==> src/hdl/assert_macros.svh <==
// Assertion macros for the RTL files.
`ifndef ASSERT_MACROS_SVH
`define ASSERT_MACROS_SVH

// Property must hold at every rising edge outside reset.
`define ASSERT_HOLDS(label, clk, rst, prop) \
  label: assert property (@(posedge clk) disable iff (rst) (prop)) \
    else $error("assertion failed");

// Condition must never be seen outside reset.
`define ASSERT_NEVER(label, clk, rst, cond) \
  `ASSERT_HOLDS(label, clk, rst, !(cond))

`endif

==> src/hdl/bfvc_pkg.sv <==
// Constants and types for the blob follow velocity controller.
package bfvc_pkg;

  localparam int unsigned X_W     = 12;
  localparam int unsigned AREA_W  = 20;
  localparam int unsigned PCT_W   = 6;
  localparam int unsigned SPEED_W = 15;
  localparam int unsigned CMD_W   = 16;
  localparam int unsigned IDX_W   = 3;
  localparam int unsigned DATA_W  = 20;
  localparam int unsigned TICK_W  = 8;

  typedef logic [1:0] op_t;

  localparam op_t OP_BLOB      = 2'd0;
  localparam op_t OP_FRAME_END = 2'd1;
  localparam op_t OP_TICK      = 2'd2;

  typedef logic [IDX_W-1:0] reg_idx_t;

  localparam reg_idx_t REG_CENTER_BAND_PERCENT = 3'd0;
  localparam reg_idx_t REG_AREA_UPPER_LIMIT    = 3'd1;
  localparam reg_idx_t REG_AREA_LOWER_LIMIT    = 3'd2;
  localparam reg_idx_t REG_GOAL_AREA           = 3'd3;
  localparam reg_idx_t REG_GOAL_AREA_BAND      = 3'd4;
  localparam reg_idx_t REG_TURN_SPEED          = 3'd5;
  localparam reg_idx_t REG_DRIVE_SPEED         = 3'd6;

  localparam logic [PCT_W-1:0]   RST_CENTER_BAND_PERCENT = 6'd15;
  localparam logic [AREA_W-1:0]  RST_AREA_UPPER_LIMIT    = 20'd1800;
  localparam logic [AREA_W-1:0]  RST_AREA_LOWER_LIMIT    = 20'd200;
  localparam logic [AREA_W-1:0]  RST_GOAL_AREA           = 20'd900;
  localparam logic [AREA_W-1:0]  RST_GOAL_AREA_BAND      = 20'd80;
  localparam logic [SPEED_W-1:0] RST_TURN_SPEED          = 15'd77;
  localparam logic [SPEED_W-1:0] RST_DRIVE_SPEED         = 15'd102;

  // Search turn window in half-second ticks: more than 2 s, less than 14 s.
  localparam logic [TICK_W-1:0] SEARCH_FIRST_TICK = 8'd5;
  localparam logic [TICK_W-1:0] SEARCH_LAST_TICK  = 8'd27;
  localparam logic [TICK_W-1:0] TICK_MAX          = 8'd255;

  localparam logic [1:0] COUNT_SAT = 2'd2;

endpackage

==> src/hdl/blob_follow_velocity_controller.sv <==
// Top level of the blob follow velocity controller.
//
//  channel | handshake            | words
//  --------+----------------------+-------------------------------------------------
//  in      | in_valid / in_ready  | operation, blob_x, blob_area, frame_width
//  out     | out_valid/ out_ready | drive_cmd, turn_cmd, tracking
//  config  | wr_en                | wr_index, wr_data (no wait, no read-back)
//
// One word per cycle while the output is taken; each word passes the input register and
// its result is registered in the controller state. The rate is set by the state update loop.
// Synchronous active-high reset restores the register defaults and zeroes state.
// A stalled result holds the update; one more input word is still taken.

`include "assert_macros.svh"

module blob_follow_velocity_controller (
  input  logic                                 clk,
  input  logic                                 rst,
  input  logic                                 in_valid,
  output logic                                 in_ready,
  input  logic [1:0]                           operation,
  input  logic [bfvc_pkg::X_W-1:0]             blob_x,
  input  logic [bfvc_pkg::AREA_W-1:0]          blob_area,
  input  logic [bfvc_pkg::X_W-1:0]             frame_width,
  output logic                                 out_valid,
  input  logic                                 out_ready,
  output logic signed [bfvc_pkg::CMD_W-1:0]    drive_cmd,
  output logic signed [bfvc_pkg::CMD_W-1:0]    turn_cmd,
  output logic                                 tracking,
  input  logic                                 wr_en,
  input  logic [bfvc_pkg::IDX_W-1:0]           wr_index,
  input  logic [bfvc_pkg::DATA_W-1:0]          wr_data
);
  import bfvc_pkg::*;

  // Configuration registers.
  logic [PCT_W-1:0]   center_band_percent;
  logic [AREA_W-1:0]  area_upper_limit;
  logic [AREA_W-1:0]  area_lower_limit;
  logic [AREA_W-1:0]  goal_area;
  logic [AREA_W-1:0]  goal_area_band;
  logic [SPEED_W-1:0] turn_speed;
  logic [SPEED_W-1:0] drive_speed;

  // Input register stage.
  logic              s1_valid;
  op_t               s1_op;
  logic [X_W-1:0]    s1_x;
  logic [AREA_W-1:0] s1_area;
  logic [X_W-1:0]    s1_width;
  logic              advance;

  // Controller state. The command and tracking state doubles as the result
  // register: it only changes when a word advances into a free output slot.
  logic [1:0]              valid_blob_count, valid_blob_count_next;
  logic [X_W-1:0]          held_x, held_x_next;
  logic [AREA_W-1:0]       held_area, held_area_next;
  logic                    target_present, target_present_next;
  logic [TICK_W-1:0]       lost_ticks, lost_ticks_next;
  logic [CMD_W-1:0]        drive_value, drive_value_next;
  logic [CMD_W-1:0]        turn_value, turn_value_next;

  // Datapath terms.
  logic                    blob_ok;
  logic [X_W-2:0]          mid;
  logic [X_W+PCT_W-1:0]    band_scaled;      // width * percent, compared against 100 * offset
  logic signed [X_W:0]     off_left;         // mid - x
  logic signed [X_W:0]     off_right;        // x - mid
  logic signed [20:0]      off_left_x100;
  logic signed [20:0]      off_right_x100;
  logic signed [20:0]      band_cmp;
  logic                    turn_left;
  logic                    turn_right;
  logic [AREA_W:0]         area_plus_band;
  logic [AREA_W:0]         goal_plus_band;
  logic                    drive_fwd;
  logic                    drive_back;
  logic [TICK_W-1:0]       ticks_inc;
  logic [CMD_W-1:0]        turn_pos, turn_neg, drive_pos, drive_neg;

  // ---------------------------------------------------------------------------
  // Handshake: the input register moves on when the result slot is empty or
  // is being taken this cycle.
  // ---------------------------------------------------------------------------
  assign advance  = s1_valid && (!out_valid || out_ready);
  assign in_ready = !s1_valid || advance;

  always_ff @(posedge clk) begin
    if (rst) begin
      s1_valid <= 1'b0;
    end else if (in_ready) begin
      s1_valid <= in_valid;
    end
  end

  always_ff @(posedge clk) begin
    if (in_valid && in_ready) begin
      s1_op    <= operation;
      s1_x     <= blob_x;
      s1_area  <= blob_area;
      s1_width <= frame_width;
    end
  end

  always_ff @(posedge clk) begin
    if (rst) begin
      out_valid <= 1'b0;
    end else if (advance) begin
      out_valid <= 1'b1;
    end else if (out_ready) begin
      out_valid <= 1'b0;
    end
  end

  // ---------------------------------------------------------------------------
  // Configuration writes; an index past the list is dropped.
  // ---------------------------------------------------------------------------
  always_ff @(posedge clk) begin
    if (rst) begin
      center_band_percent <= RST_CENTER_BAND_PERCENT;
      area_upper_limit    <= RST_AREA_UPPER_LIMIT;
      area_lower_limit    <= RST_AREA_LOWER_LIMIT;
      goal_area           <= RST_GOAL_AREA;
      goal_area_band      <= RST_GOAL_AREA_BAND;
      turn_speed          <= RST_TURN_SPEED;
      drive_speed         <= RST_DRIVE_SPEED;
    end else if (wr_en) begin
      unique case (wr_index)
        REG_CENTER_BAND_PERCENT: center_band_percent <= wr_data[PCT_W-1:0];
        REG_AREA_UPPER_LIMIT:    area_upper_limit    <= wr_data[AREA_W-1:0];
        REG_AREA_LOWER_LIMIT:    area_lower_limit    <= wr_data[AREA_W-1:0];
        REG_GOAL_AREA:           goal_area           <= wr_data[AREA_W-1:0];
        REG_GOAL_AREA_BAND:      goal_area_band      <= wr_data[AREA_W-1:0];
        REG_TURN_SPEED:          turn_speed          <= wr_data[SPEED_W-1:0];
        REG_DRIVE_SPEED:         drive_speed         <= wr_data[SPEED_W-1:0];
        default: ;
      endcase
    end
  end

  // ---------------------------------------------------------------------------
  // Datapath.
  // Blob filter: area strictly inside the limits.
  // Turn: with band = floor(W * pct / 100), "x < mid - band" is the same as
  // W * pct < 100 * (mid - x), so no divider is needed; 100 * d is built as
  // 64d + 32d + 4d. The right-hand test mirrors it with x - mid.
  // Drive: a < g - gb  <=>  a + gb < g, and a > g + gb, both unsigned.
  // ---------------------------------------------------------------------------
  assign blob_ok = (s1_area < area_upper_limit) && (s1_area > area_lower_limit);

  assign mid         = s1_width[X_W-1:1];
  assign band_scaled = s1_width * center_band_percent;
  assign off_left    = $signed({2'b00, mid}) - $signed({1'b0, held_x});
  assign off_right   = $signed({1'b0, held_x}) - $signed({2'b00, mid});

  assign off_left_x100  = (21'(off_left) <<< 6) + (21'(off_left) <<< 5)
                        + (21'(off_left) <<< 2);
  assign off_right_x100 = (21'(off_right) <<< 6) + (21'(off_right) <<< 5)
                        + (21'(off_right) <<< 2);
  assign band_cmp       = $signed({3'b000, band_scaled});

  assign turn_left  = band_cmp < off_left_x100;
  assign turn_right = band_cmp < off_right_x100;

  assign area_plus_band = {1'b0, held_area} + {1'b0, goal_area_band};
  assign goal_plus_band = {1'b0, goal_area} + {1'b0, goal_area_band};
  assign drive_fwd      = area_plus_band < {1'b0, goal_area};
  assign drive_back     = {1'b0, held_area} > goal_plus_band;

  assign turn_pos  = {1'b0, turn_speed};
  assign turn_neg  = CMD_W'(0) - turn_pos;
  assign drive_pos = {1'b0, drive_speed};
  assign drive_neg = CMD_W'(0) - drive_pos;

  // Lost-tick counter saturates at its top value.
  assign ticks_inc = (lost_ticks == TICK_MAX) ? lost_ticks : lost_ticks + 1'b1;

  always_comb begin
    valid_blob_count_next = valid_blob_count;
    held_x_next           = held_x;
    held_area_next        = held_area;
    target_present_next   = target_present;
    lost_ticks_next       = lost_ticks;
    drive_value_next      = drive_value;
    turn_value_next       = turn_value;

    unique case (s1_op)
      OP_BLOB: begin
        if (blob_ok) begin
          // Hold the first valid blob of the frame, count up to two.
          if (valid_blob_count == 2'd0) begin
            held_x_next    = s1_x;
            held_area_next = s1_area;
          end
          if (valid_blob_count != COUNT_SAT) begin
            valid_blob_count_next = valid_blob_count + 1'b1;
          end
        end
      end
      OP_FRAME_END: begin
        if (valid_blob_count == 2'd1) begin
          target_present_next = 1'b1;
          lost_ticks_next     = '0;
          priority if (turn_left) begin
            turn_value_next = turn_pos;
          end else if (turn_right) begin
            turn_value_next = turn_neg;
          end else begin
            turn_value_next = '0;
          end
          priority if (drive_fwd) begin
            drive_value_next = drive_pos;
          end else if (drive_back) begin
            drive_value_next = drive_neg;
          end else begin
            drive_value_next = '0;
          end
        end else begin
          // No target or several: drop tracking, keep commands.
          target_present_next = 1'b0;
        end
        valid_blob_count_next = '0;
      end
      OP_TICK: begin
        if (!target_present) begin
          lost_ticks_next  = ticks_inc;
          drive_value_next = '0;
          if (ticks_inc >= SEARCH_FIRST_TICK && ticks_inc <= SEARCH_LAST_TICK) begin
            turn_value_next = turn_pos;
          end else begin
            turn_value_next = '0;
          end
        end
      end
      default: ;  // unused code: state holds, current values answered
    endcase
  end

  always_ff @(posedge clk) begin
    if (rst) begin
      valid_blob_count <= '0;
      held_x           <= '0;
      held_area        <= '0;
      target_present   <= 1'b0;
      lost_ticks       <= '0;
      drive_value      <= '0;
      turn_value       <= '0;
    end else if (advance) begin
      valid_blob_count <= valid_blob_count_next;
      held_x           <= held_x_next;
      held_area        <= held_area_next;
      target_present   <= target_present_next;
      lost_ticks       <= lost_ticks_next;
      drive_value      <= drive_value_next;
      turn_value       <= turn_value_next;
    end
  end

  assign drive_cmd = $signed(drive_value);
  assign turn_cmd  = $signed(turn_value);
  assign tracking  = target_present;

  // ---------------------------------------------------------------------------
  // Assertions.
  // ---------------------------------------------------------------------------
  `ASSERT_HOLDS(a_track_clears_ticks, clk, rst, target_present |-> (lost_ticks == '0))
  `ASSERT_NEVER(a_count_saturates, clk, rst, valid_blob_count == 2'd3)
  `ASSERT_HOLDS(a_result_drains, clk, rst, (out_valid && out_ready && !advance) |=> !out_valid)

endmodule
==> config.mk <==
export PLATFORM = sky130hd
export DESIGN_NAME = blob_follow_velocity_controller
export DESIGN_NICKNAME = d
export VERILOG_FILES = /design/src/hdl/bfvc_pkg.sv /design/src/hdl/blob_follow_velocity_controller.sv
export VERILOG_INCLUDE_DIRS = /design/src /design/src/hdl
export SDC_FILE = /design/constraint.sdc
export NUM_CORES = 1
export LEC_CHECK = 0
export BUFFER_PORTS_ARGS = -buffer_cell sky130_fd_sc_hd__buf_2
export CAP_MARGIN = 20
export CORE_AREA = 2 2 208 169
export DETAILED_ROUTE_END_ITERATION = 8
export DIE_AREA = 0 0 210 171
export GPL_ROUTABILITY_DRIVEN = 0
export HOLD_SLACK_MARGIN = 0.05
export PLACE_DENSITY = 0.78
export REMOVE_ABC_BUFFERS = 1
export SKIP_LAST_GASP = 1
export SLEW_MARGIN = 20
export SYNTH_ARGS = -nofsm -noshare
export SYNTH_HDL_FRONTEND = slang
export SYNTH_SLANG_ARGS = --single-unit
==> constraint.sdc <==
create_clock -name clk -period 8.2 [get_ports clk]
set_clock_uncertainty 0.15 [all_clocks]
set_input_delay 0.41 -clock clk [delete_from_list [all_inputs] [get_ports clk]]
set_output_delay 0.41 -clock clk [all_outputs]
set_load 0.05 [all_outputs]
# == Yosys cells after proc, flatten, opt, wreduce, memory -nomap -nowiden ==
# Cells that the tools add are included.
# word_totals
regBits,239
latch_bits,0
ramBits,0
mem_bits_ro,0
input_bits,74
out_inout_bits,35
wordCells,102
memories,0
# op_classes
n_addsub,12
mul,1
n_div,0
magnitude_cmp,8
eq_ne,15
n_shift,0
muxes,21
bitwise_logic,0
n_reduce_logical,25
# op_table
operator,count
$mux 16,8
$pmux 16 s2,2
$add 20x15->21,2
$add 20x20->21,2
$lt 19x21->1,2
$add 19x18->20,2
$sub 1x15->16 const A,2
$mux 8,3
$gt 20x21->1,1
$lt 21x20->1,1
$gt 20x20->1,1
$lt 20x20->1,1
$mul 12x6->18,1
$pmux 8 s2,1
$reduce_and 2->1,8
$mux 15,1
$sub 11x12->13,1
$sub 12x11->13,1
$reduce_and 4->1,3
$ne 2x2->1 const B,5
$eq 3x3->1 const B,3
$add 8x1->8 const B,1
$eq 8x8->1 const B,1
$ge 8x3->1 const B,1
other kinds (15),28

# == Longest topological paths before layout ==
# logic_depth
ltp_word,8
depth_mapped,32
mapped_depth_nobuf,31

# == Worst setup path before layout ==
# No wires, ideal clock.
# synth_path
path_kind,flip-flop to flip-flop
startpoint,register s1_width[2]
endpoint,"register turn_value[12], in the netlist turn_cmd[12]"
arrival_ps,6284
setup_slack_ps,1644
stages_incl_launch_ff,26
synth_period_minus_slack_ps,6556
cell_sequence,edfxtp_1 and2_1 fa_1 fa_1 inv_1 fa_1 inv_1 ha_1 and3_1 a221o_1 or2_2 a21o_1 a21oi_1 xnor2_1 ha_1 a211oi_1 nand2_1 a2111oi_0 nor2_1 maj3_2 maj3_2 o211a_4 nor3_4 buf_6 nor4b_1 a221o_1
# synth_via
elab_chain_len,8
elab_cells_between_ends,13
classes_between,add/sub: 6; mul: 1; order compare: 2; mux: 4
# synth_rtl
item,line_no,source
"start, declared",blob_follow_velocity_controller.sv:50,logic [X_W-1:0] s1_width;
"start signal, assigned",blob_follow_velocity_controller.sv:101,s1_width <= frame_width;
$sub 12x11->13,blob_follow_velocity_controller.sv:154,"assign off_right = $signed({1'b0, held_x}) - $signed({2'b00, mid});"
$add 19x18->20,blob_follow_velocity_controller.sv:158,assign off_right_x100 = (21'(off_right) <<< 6) + (21'(off_right) <<< 5)
$add 20x15->21,blob_follow_velocity_controller.sv:159,+ (21'(off_right) <<< 2);
$lt 19x21->1,blob_follow_velocity_controller.sv:163,assign turn_right = band_cmp < off_right_x100;
$mux 16,blob_follow_velocity_controller.sv:206,end else if (turn_right) begin
$mux 16 *,blob_follow_velocity_controller.sv:204,priority if (turn_left) begin
$mux 16 *,blob_follow_velocity_controller.sv:201,if (valid_blob_count == 2'd1) begin
$pmux 16 s2 *,blob_follow_velocity_controller.sv:187,unique case (s1_op)
"end signal, assigned",blob_follow_velocity_controller.sv:255,turn_value <= turn_value_next;
"end, declared",blob_follow_velocity_controller.sv:61,"logic [CMD_W-1:0] turn_value, turn_value_next;"
# Every way passes the cells marked *; elsewhere a longest branch is shown, timed or not. The select of a mux whose other input is x is not followed.
# A chain may end at the register's enable or synchronous reset.

# == Worst setup path after layout ==
# layout_path
startpoint,register s1_width[1]
endpoint,"register turn_value[13], in the netlist turn_cmd[13]"
# The elaborated chain is that of the path after synthesis.

==> results.toml <==
[critical_path]
max_stage_delay_ps = 560
start_kind = "register"
endpoint_kind = "register"
cpMaxStageDelayCell = "fa_1"
cp_common_cell = "inv_1"
worstPathMaxFanout = 14
required_ps = 8480
regToRegSetupSlack_ps = 690
worstSetupPathType = "register to register"
cp_data_arrival_time_ps = 7790

[pwr]
clockPowerShare_pct = 28.8
total_power_w = 0.00425
sequentialPowerShare_pct = 29.8
power_density_nw_per_um2 = 204
p_switching_w = 0.00157
internal_power_w = 0.00269
swShare_pct = 36.8
leakage_nw = 9.20
vdd_drop_max_uv = 134
pwr-share-comb_pct = 41.4

[clock_tree]
clock_latency_ps = 560
cts_sinks = 239
h-tree-depth = 1
clockBufferDepth = 3
postCtsSetupRepairBufs = 0
cts_tree = "yes"
clockRootBuffer = "clkbuf_16"
cts.clk_slew.worst_paths_ps = 60
numCtsBuffers = 27

[routing]
via_per_inst = 5.91
drt-initial-drc-count = 1495
drcViolationCount = 0
drt_first_pass_iters = 5
avgRoutedWirePerCell_um = 18.2
ant_nets = 0
wl_mm = 50.4
num_vias = 16300

[grt]
grt_usage_pct = 28.2
grt_max_degree = 73
grt_pass1_wl_mm = 81.6
grt_pass1_vias = 16000
gr-total-overflow = 0
antenna_found_initial = 4

[logic_synthesis]
synthDistinctLibCells = 76
synth_edf_count = 46
synth.most_common_cell = "nand2_1"
synth_common_cells = "nand2_1 (286), ha_1 (229), inv_1 (218)"
yosys_warnings = 0
synth.largest_area_cell = "dfxtp_1"
ys_ff_latch = 239
async_flop_share_pct = 0
synth_top_cell_area_share_pct = 21.0
netlist_area_um2 = 18400
synth_area_leaders = "dfxtp_1 (21%), ha_1 (16%), edfxtp_1 (7.5%)"
synthCells = 2167
synth-main-ff-cell = "dfxtp_1"
avgSynthCellArea_um2 = 8.51
yosysSeqAreaShare_pct = 28.4

[timing]
relSlewSlack_pct = 27.9
tightest_slew_ps = 1080
setup_violations = 0
finalCriticalPeriod_ps = 7510
fin_setup_tns_ps = 0
fmax_ghz = 0.133
finalHoldViolCount = 0
fin_crit_sh_pct = 91.5
hold_ws_ps = 66.2
rsz0062_at_grt = "false"
drv_slew = 0

[floorplan]
start_util_pct = 54.1
std_cell_rows = 61
die-area_um2 = 35900
core_um2 = 34100
die_width_um = 210
die_h_um = 171
ios = 109

[status]
outcome = "finished clean"

[hold_path]
hold_path.class = "primary input to register"

[cells_and_area]
final_cells = 2765
syn2layout_area_growth_pct = 13.0
fillers = 2854
drive_gt1_share_pct = 8.31
nets = 2668
design_area_um2 = 20800

[place]
hpwl_mm = 37.7
placed_cell_area_um2 = 19400
portBuffers = 108
dp_cells = 2657

[flow_run]
max-cap-violations = 0
[per-layer routing]
metal	GRT usage [%]	vias up	share of wire, %
li1	-	7815	-
met3	5.76	91	9.4
met5	0	-	0.030
met4	7.43	2	2.5
met1	39.7	7823	45
met2	44.0	615	43
[power by group through the flow]
stage	logic, W	clock network, W	registers, W
3_3_place_gp	0.00161	0	0.00129
5_1_grt	0.00197	0.00128	0.00127
2_1_floorplan	0.00126	0	0.00128
3_5_place_dp	0.00169	0	0.00129
6_report	0.00176	0.00123	0.00127
4_1_cts	0.00172	0.00123	0.00127
[cell type report]
| type | instances | area [um^2] | share of cell area (%) |
|---|---|---|---|
| Clock inverter | 12 | 118 | 0.565 |
| Antenna cell | 2 | 5.00 | 0.0240 |
| Timing Repair Buffer | 177 | 1200 | 5.77 |
| Tap cell | 441 | 552 | 2.65 |
| Sequential cell | 239 | 5250 | 25.2 |
| Inverter | 218 | 818 | 3.93 |
| Clock buffer | 37 | 764 | 3.67 |
| Multi-Input combinational cell | 1639 | 12100 | 58.2 |
[flip-flops by register name, indices dropped and copies added, names as in the netlist, 6 cells and up]
signal / cells
held_area: 20
drive_cmd: 16
goal_area: 20
drive_speed: 15
area_upper_limit: 20
s1_area: 20
s1_x: 12
goal_area_band: 20
lost_ticks: 8
center_band_percent: 6
turn_speed: 15
turn_cmd: 16
area_lower_limit: 20
held_x: 12
s1_width: 12
[logic make-up after synthesis]
kind of cell	after synthesis	share of synthesized area (%)
DFF	239	28.4
and+or+nand+nor	694	17.9
muxes	38	2.08
buffers and inverters	289	5.94
xor gates and xnor gates	85	4.19
adders and majority gates	295	22.6
AOI/OAI and AO/OA	527	18.9
[layout by cell type (no fill, tap or decap), drive strengths merged, types with 46 or more instances in the layout]
cell type      n
fa            63
dlygate4sd3   55
nor2         122
a21oi        197
dfxtp        193
a21o          54
inv          220
and2          70
edfxtp        46
nand2        286
buf          122
o21ai         64
ha           229
[critical path: cells and delay by family (launching register included)]
kind / cells / cell delay (ps)
xor+xnor: 2 / 550
buf+inv: 4 / 370
fa+ha+maj: 7 / 2460
simple gates: 7 / 1150
flops: 1 / 500
compound gates: 10 / 2210
[metrics by stage]
stage / utilization [%] / worst slack [ps]
floorplan: - / 1570
global placement: 56.8 / 1060
detailed placement: 56.8 / 739
CTS: 61.0 / 688
global route: 61.1 / 110
finish: 61.1 / 695
[timing repair]
| action | in CTS | in global routing |
|---|---|---|
| gates resized for setup | 0 | 2 |
| setup endpoints to repair | 0 | 5 |
| hold buffers | 55 | 0 |
| hold endpoints to repair | 71 | 0 |
[final timing paths]
| kind | startpoint | end | cells past startpoint |
|---|---|---|---|
| worst max register to register | s1_width[1] | turn_cmd[13] | 30 |
| worst min register to register | drive_cmd[11] | drive_cmd[11] | 2 |
| worst min-delay path | wr_data[14] | area_lower_limit[14] | 3 |
| worst max-delay path | s1_width[1] | turn_cmd[13] | 30 |
Note: power is estimated with default switching activity, not from simulation.
